`config.mk`:
```
export PLATFORM = sky130hd
export DESIGN_NAME = csub_ctrl
export DESIGN_NICKNAME = d
export VERILOG_FILES = /design/src/hw/rtl/csub_pkg.sv /design/src/hw/rtl/csub_ctrl.sv
export SDC_FILE = /design/constraint.sdc
export NUM_CORES = 1
export LEC_CHECK = 0
export BUFFER_PORTS_ARGS = -buffer_cell sky130_fd_sc_hd__clkbuf_2
export CAP_MARGIN = 20
export CORE_MARGIN = 3
export CORE_UTILIZATION = 30
export CTS_BUF_LIST = sky130_fd_sc_hd__clkbuf_4
export CTS_CLUSTER_SIZE = 8
export DETAILED_ROUTE_END_ITERATION = 8
export PLACE_DENSITY = 0.64
export SYNTH_ARGS = -nofsm -noshare
export SYNTH_HDL_FRONTEND = slang
export SYNTH_SLANG_ARGS = --single-unit
```
`constraint.sdc`:
```
create_clock -name clk -period 1.29 [get_ports clk]
set_input_delay 0.0645 -clock clk [delete_from_list [all_inputs] [get_ports clk]]
set_output_delay 0.0645 -clock clk [all_outputs]
set_load 0.005 [all_outputs]
```
`src/hw/rtl/csub_pkg.sv`:
```
// ----------------------------------------------------------------------------
// csub_pkg
// Shared types, sizes and codes of the channel subscription table.
// ----------------------------------------------------------------------------
package csub_pkg;

	// table geometry
	localparam int ROUTES         = 16;
	localparam int SUBS_PER_ROUTE = 8;

	localparam int RT_W   = (ROUTES > 1) ? $clog2(ROUTES) : 1;
	localparam int CNT_W  = $clog2(SUBS_PER_ROUTE + 1);
	localparam int DEPTH  = ROUTES * SUBS_PER_ROUTE;
	localparam int ADDR_W = (DEPTH > 1) ? $clog2(DEPTH) : 1;
	localparam int CH_W   = 16;
	localparam int ID_W   = 32;

	typedef enum logic {
		OP_SUBSCRIBE   = 1'b0,
		OP_UNSUBSCRIBE = 1'b1
	} opcode_t;

	typedef enum logic [1:0] {
		ST_OK         = 2'd0,
		ST_BAD_HANDLE = 2'd1,
		ST_FULL       = 2'd2,
		ST_NOT_FOUND  = 2'd3
	} status_t;

	// request and response payloads
	typedef struct packed {
		opcode_t           opcode;
		logic [CH_W-1:0]   channel;
		logic [ID_W-1:0]   subscriber_id;
		logic              handle_ok;
	} req_t;

	typedef struct packed {
		status_t     status;
		logic [3:0]  count_after;
	} rsp_t;

	// which count goes into the response
	typedef enum logic [1:0] {
		CS_ZERO,
		CS_CUR,
		CS_INC,
		CS_DEC
	} cnt_sel_t;

	typedef enum logic [2:0] {
		S_IDLE,
		S_LOOKUP,
		S_DECIDE,
		S_SCAN_RD,
		S_SCAN_CMP,
		S_SHIFT_RD,
		S_SHIFT_WR,
		S_DONE
	} fsm_state_t;

	// controller to datapath
	typedef struct packed {
		logic      load_req;
		logic      lookup;
		logic      claim;
		logic      clr_idx;
		logic      inc_idx;
		logic      rd_scan;
		logic      rd_next;
		logic      wr_append;
		logic      wr_shift;
		logic      cnt_inc;
		logic      cnt_dec;
		logic      set_res;
		status_t   res_status;
		cnt_sel_t  res_cnt;
		logic      out_load;
	} cmd_t;

	// datapath to controller
	typedef struct packed {
		logic  unsub;
		logic  handle_ok;
		logic  hit;
		logic  free_avail;
		logic  idx_lt_cnt;
		logic  next_lt_cnt;
		logic  list_full;
		logic  id_match;
		logic  out_busy;
	} dp_status_t;

endpackage

```
`src/hw/rtl/csub_ctrl.sv`:
```
// ----------------------------------------------------------------------------
// csub_ctrl
// Request sequencer: lookup, list scan, append and shift-delete steps.
// ----------------------------------------------------------------------------
module csub_ctrl (
	input  logic                   clk,
	input  logic                   arst_n,
	input  logic                   req_valid,
	output logic                   req_stall,
	input  csub_pkg::dp_status_t   sts,
	output csub_pkg::cmd_t         cmd
);

	csub_pkg::fsm_state_t state_q, state_d;

	// state register
	always_ff @(posedge clk or negedge arst_n) begin
		if (!arst_n) begin
			state_q <= csub_pkg::S_IDLE;
		end else begin
			state_q <= state_d;
		end
	end

	// next state
	always_comb begin
		state_d = state_q;
		unique case (state_q)
			csub_pkg::S_IDLE: begin
				if (req_valid) state_d = csub_pkg::S_LOOKUP;
			end
			csub_pkg::S_LOOKUP: begin
				state_d = csub_pkg::S_DECIDE;
			end
			csub_pkg::S_DECIDE: begin
				priority if (!sts.unsub && !sts.handle_ok) state_d = csub_pkg::S_DONE;
				else if (!sts.unsub && !sts.hit && !sts.free_avail) state_d = csub_pkg::S_DONE;
				else if (sts.unsub && !sts.hit) state_d = csub_pkg::S_DONE;
				else state_d = csub_pkg::S_SCAN_RD;
			end
			csub_pkg::S_SCAN_RD: begin
				if (sts.idx_lt_cnt) state_d = csub_pkg::S_SCAN_CMP;
				else state_d = csub_pkg::S_DONE;
			end
			csub_pkg::S_SCAN_CMP: begin
				priority if (sts.id_match && sts.unsub) state_d = csub_pkg::S_SHIFT_RD;
				else if (sts.id_match) state_d = csub_pkg::S_DONE;
				else state_d = csub_pkg::S_SCAN_RD;
			end
			csub_pkg::S_SHIFT_RD: begin
				if (sts.next_lt_cnt) state_d = csub_pkg::S_SHIFT_WR;
				else state_d = csub_pkg::S_DONE;
			end
			csub_pkg::S_SHIFT_WR: begin
				state_d = csub_pkg::S_SHIFT_RD;
			end
			csub_pkg::S_DONE: begin
				if (!sts.out_busy) state_d = csub_pkg::S_IDLE;
			end
			default: state_d = csub_pkg::S_IDLE;
		endcase
	end

	// command outputs
	always_comb begin
		cmd            = '0;
		cmd.res_status = csub_pkg::ST_OK;
		cmd.res_cnt    = csub_pkg::CS_ZERO;
		req_stall      = (state_q != csub_pkg::S_IDLE);
		unique case (state_q)
			csub_pkg::S_IDLE: begin
				cmd.load_req = req_valid;
			end
			csub_pkg::S_LOOKUP: begin
				cmd.lookup = 1'b1;
			end
			csub_pkg::S_DECIDE: begin
				priority if (!sts.unsub && !sts.handle_ok) begin
					cmd.set_res    = 1'b1;
					cmd.res_status = csub_pkg::ST_BAD_HANDLE;
				end else if (!sts.unsub && !sts.hit && !sts.free_avail) begin
					cmd.set_res    = 1'b1;
					cmd.res_status = csub_pkg::ST_FULL;
				end else if (sts.unsub && !sts.hit) begin
					cmd.set_res    = 1'b1;
					cmd.res_status = csub_pkg::ST_NOT_FOUND;
				end else begin
					cmd.clr_idx = 1'b1;
					cmd.claim   = !sts.unsub && !sts.hit;
				end
			end
			csub_pkg::S_SCAN_RD: begin
				priority if (sts.idx_lt_cnt) begin
					cmd.rd_scan = 1'b1;
				end else if (sts.unsub) begin
					cmd.set_res    = 1'b1;
					cmd.res_status = csub_pkg::ST_NOT_FOUND;
					cmd.res_cnt    = csub_pkg::CS_CUR;
				end else if (sts.list_full) begin
					cmd.set_res    = 1'b1;
					cmd.res_status = csub_pkg::ST_FULL;
					cmd.res_cnt    = csub_pkg::CS_CUR;
				end else begin
					cmd.wr_append  = 1'b1;
					cmd.cnt_inc    = 1'b1;
					cmd.set_res    = 1'b1;
					cmd.res_status = csub_pkg::ST_OK;
					cmd.res_cnt    = csub_pkg::CS_INC;
				end
			end
			csub_pkg::S_SCAN_CMP: begin
				// duplicate subscribe counts as success
				if (sts.id_match && !sts.unsub) begin
					cmd.set_res    = 1'b1;
					cmd.res_status = csub_pkg::ST_OK;
					cmd.res_cnt    = csub_pkg::CS_CUR;
				end else if (!sts.id_match) begin
					cmd.inc_idx = 1'b1;
				end
			end
			csub_pkg::S_SHIFT_RD: begin
				if (sts.next_lt_cnt) begin
					cmd.rd_next = 1'b1;
				end else begin
					cmd.cnt_dec    = 1'b1;
					cmd.set_res    = 1'b1;
					cmd.res_status = csub_pkg::ST_OK;
					cmd.res_cnt    = csub_pkg::CS_DEC;
				end
			end
			csub_pkg::S_SHIFT_WR: begin
				cmd.wr_shift = 1'b1;
				cmd.inc_idx  = 1'b1;
			end
			csub_pkg::S_DONE: begin
				cmd.out_load = !sts.out_busy;
			end
			default: begin
				req_stall = 1'b1;
			end
		endcase
	end

endmodule

```
==> results.sh <==
export IMPL_drt_pass1_iter_count=4
export IMPL_htreeDepth=1
export IMPL_clock_tree_root_cell="clkbuf_4"
export IMPL_switching_pwr_mw=0.776
export IMPL_syn_nets=74
export IMPL_timing_critical_path_max_delay_family="flip-flops"
export IMPL_routed_via_density=5.21
export IMPL_wl_met1_um=707
export IMPL_worst_ep_required_time_ns=1.23
export IMPL_placeableCoreArea_mm2=0.00140
export IMPL_timing_critical_path_from_type="register"
export IMPL_cts_buffer_depth=2
export IMPL_timing_final_hold_violations=0
export IMPL_worst_path_buf_inv=2
export IMPL_routed_wl_met3_um=115
export IMPL_dieArea_mm2=0.00212
export IMPL_final_core_utilization_pct=63.0
export IMPL_rsz_0062_raised_after_global_routing="yes"
export IMPL_chipHeight_um=46.1
export IMPL_timing_setup_tns_ns=-1.42
export IMPL_slew_violations=0
export IMPL_timing_final_crit_period_ns=1.48
export IMPL_worst_setup_margin_ns=-0.192
export IMPL_area_growth_syn_to_layout_pct=82.9
export IMPL_core_rowCount=13
export IMPL_final_hold_worst_slack_ns=0.158
export IMPL_ys_seq_area_share_pct=15.6
export IMPL_number_of_flip_flops_and_latches_in_the_synthesized_netlist=3
export IMPL_placedInstanceArea_um2=639
export IMPL_antenna_violating_nets_post_route=0
export IMPL_synthDistinctLibCells=32
export IMPL_wl_mm=1.77
export IMPL_routedWlPerCell_um=14.6
export IMPL_worstSetupEndpointType="output pin"
export IMPL_synthesis_area_per_instance_um2=7.77
export IMPL_met2WireLength_um=947
export IMPL_clockPowerShare_pct=10.2
export IMPL_outcome="complete, but fails checks"
export IMPL_critical_path_cell_chain="buf_6 > nor3b_4 > nand3_2 > o221ai_2 > buf_2"
export IMPL_antenna_cells_inserted=0
export IMPL_largest_register="state_q"
export IMPL_crit_path_top_delay_cell="dfrtp_2"
export IMPL_worst_skew_pair_late_latency_ns=0.23
export IMPL_largest_register_ff_count=3
export IMPL_numCtsBuffers=3
export IMPL_grt_antenna_before_repair=0
export IMPL_finalNetCount=119
export IMPL_sw_frac_of_total_pct=42.3
export IMPL_failed_checks="setup timing"
export IMPL_worstMarginPinSlew_ns=0.325
export IMPL_placement_setup_worst_slack_ns=0.00940
export IMPL_gr_usage_all_layers_pct=15.7
export IMPL_first_pass_grt_wire_length_mm=2.53
export IMPL_initial_core_util_pct=34.4
export IMPL_postSynthCellCount=62
export IMPL_pin_count=30
export IMPL_timing_slew_headroom_pct=78.4
export IMPL_timing_hold_worst_class="in2async"
export IMPL_number_of_global_route_vias_before_repair=559
export IMPL_postLayoutCellArea_um2=881
export IMPL_drive_gt1_share_pct=66.0
export IMPL_pwr_share_seq_pct=13.7
export IMPL_finalSetupViolCount=12
export IMPL_crit_path_max_incr_delay_ns=0.43
export IMPL_final_period_utilization_pct=115
export IMPL_detailedRoute_firstIterationViolations=10
export IMPL_max_clock_freq_ghz=0.675
export IMPL_finalNonFillerCells=121
export IMPL_cts_sink_count=3
export IMPL_path_class="reg2out"
export IMPL_p_total_mw=1.84
export IMPL_cap_viol_max_count=0
export IMPL_floorplan_die_width_um=46.1
export IMPL_vdd_drop_max_mv=1.13
export IMPL_maximum_number_of_pins_on_one_net_before_global_route_repair=11
export IMPL_dr_vias=631
export IMPL_gr_total_overflow=0
export IMPL_p_per_area_mw_per_mm2=2080
export IMPL_worst_ep_arrival_time_ns=1.42
export IMPL_synth_area_um2=482
export IMPL_largest_registers_ranked_by_flip_flop_count="state_q: 3 flops"
export IMPL_leakage_nw=0.456
export IMPL_cts_tree="yes"
export IMPL_routabilityCongestion=0.795
export IMPL_placedCellCount=105
export IMPL_topRoutingLayerUsed="met3"
export IMPL_timing_clock_skew_ns=0.00414
export IMPL_detail_route_drc_violations=0
export IMPL_clkTransAtPathRegs_ns=0.04
export IMPL_yosys_warnings=0
export IMPL_post_dp_hpwl_mm=1.14
export IMPL_timing_critical_path_fanout_max=4
export IMPL_internal_power_mw=1.06
export IMPL_place_port_buffers=29
export IMPL_p_comb_share_pct=76.1
[kinds of logic (layout without fill, tap and decap cells)]
logic type / after synthesis / after routing / share of synthesized area, %
AO/OA/AOI/OAI: 16 / 16 / 25.2
AND/OR/NAND/NOR: 33 / 33 / 47.0
flip-flops: 3 / 3 / 15.6
buffers and inverters: 10 / 54 / 12.2
[power by group through the flow]
stage	logic [mW]	clock network [mW]	registers [mW]
after floorplan	0.663	0	0.177
after global placement	0.890	0	0.218
after detailed placement	0.901	0	0.222
after CTS	1.04	0.188	0.243
after global routing	1.52	0.200	0.261
final	1.40	0.187	0.251
[cells in the mapped netlist (all sizes together)]
| master | n | area [um^2] |
|---|---|---|
| o22a | 1 | 8.76 |
| o221ai | 1 | 15.0 |
| o2111ai | 1 | 8.76 |
| nor3b | 1 | 18.8 |
| and2 | 1 | 6.26 |
| a21boi | 1 | 7.51 |
| nand2b | 3 | 18.8 |
| o31a | 1 | 8.76 |
| and4b | 1 | 10.0 |
| nor4b | 1 | 15.0 |
| nand2 | 5 | 18.8 |
| o31ai | 1 | 7.51 |
| nor3 | 5 | 35.0 |
| nand3 | 1 | 10.0 |
| buf | 6 | 43.8 |
| or2 | 1 | 6.26 |
| inv | 4 | 15.0 |
| a22o | 1 | 8.76 |
| a21oi | 4 | 20.0 |
| dfrtp | 3 | 75.1 |
| a21o | 2 | 15.0 |
| nand4bb | 2 | 27.5 |
| nor2 | 6 | 22.5 |
| or3 | 1 | 6.26 |
| a211o | 1 | 8.76 |
| nor2b | 5 | 31.3 |
| o22ai | 2 | 12.5 |
[worst register-to-register path, stage by stage (launching register included)]
cell and delay, ns:
dfrtp_2 0.45, buf_4 0.20, and4b_1 0.24, nor3_2 0.18, o31a_1 0.15
[cells in the final DEF (no fill, tap or decap), drive strengths merged]
cell | netlist | layout
buf | 6 | 25
clkbuf | 0 | 24
nor2 | 6 | 6
nor2b | 5 | 5
nor3 | 5 | 5
nand2 | 5 | 5
a21oi | 4 | 4
inv | 4 | 4
dfrtp | 3 | 3
nand2b | 3 | 3
a21o | 2 | 2
nand4bb | 2 | 2
o22ai | 2 | 2
nor3b | 1 | 1
nand3 | 1 | 1
o2111ai | 1 | 1
o221ai | 1 | 1
o31ai | 1 | 1
and2 | 1 | 1
nor4b | 1 | 1
a211o | 1 | 1
or2 | 1 | 1
or3 | 1 | 1
and4b | 1 | 1
a21boi | 1 | 1
o22a | 1 | 1
a22o | 1 | 1
o31a | 1 | 1
dlygate4sd3 | 0 | 1
[final timing paths]
| kind | depth (start not counted) | slack [ns] | endpoint | startpoint |
|---|---|---|---|---|
| min reg2reg | 2 | 0.80 | state_q[1]$_DFFE_PN0P_ | state_q[2]$_DFFE_PN0P_ |
| min in group clk | 3 | 0.22 | state_q[1]$_DFFE_PN0P_ | sts[0] |
| max reg2reg | 4 | 0.01 | state_q[2]$_DFFE_PN0P_ | state_q[2]$_DFFE_PN0P_ |
| max in group asynchronous | 2 | 1.00 | state_q[1]$_DFFE_PN0P_ | arst_n |
| max | 5 | -0.19 | cmd[4] | state_q[0]$_DFFE_PN0P_ |
| min | 2 | 0.16 | state_q[2]$_DFFE_PN0P_ | arst_n |
[layer usage]
layer  vias up  GRT usage (%)
li1        307              -
met1       304           21.0
met3         0           4.30
met2        20           25.8
met5         -              0
met4         0           1.70
[layout make-up]
| class | instances | area [um^2] |
|---|---|---|
| fill | 124 | 518 |
| multi-input combinational | 49 | 425 |
| timing repair buffer | 46 | 305 |
| sequential | 3 | 78.8 |
| clock buffer | 4 | 30.0 |
| inverter | 4 | 22.5 |
| tap | 15 | 18.8 |
[what timing repair did]
item                                    4_1_cts  5_1_grt
gates resized for setup                       8       30
pin swaps                                     3       10
hold endpoints to repair                      3        0
setup buffers                                 4        7
cloned                                        0        0
endpoints found under the setup margin       15       16
hold buffers                                  1        0
(Power assumes the default switching activity.)
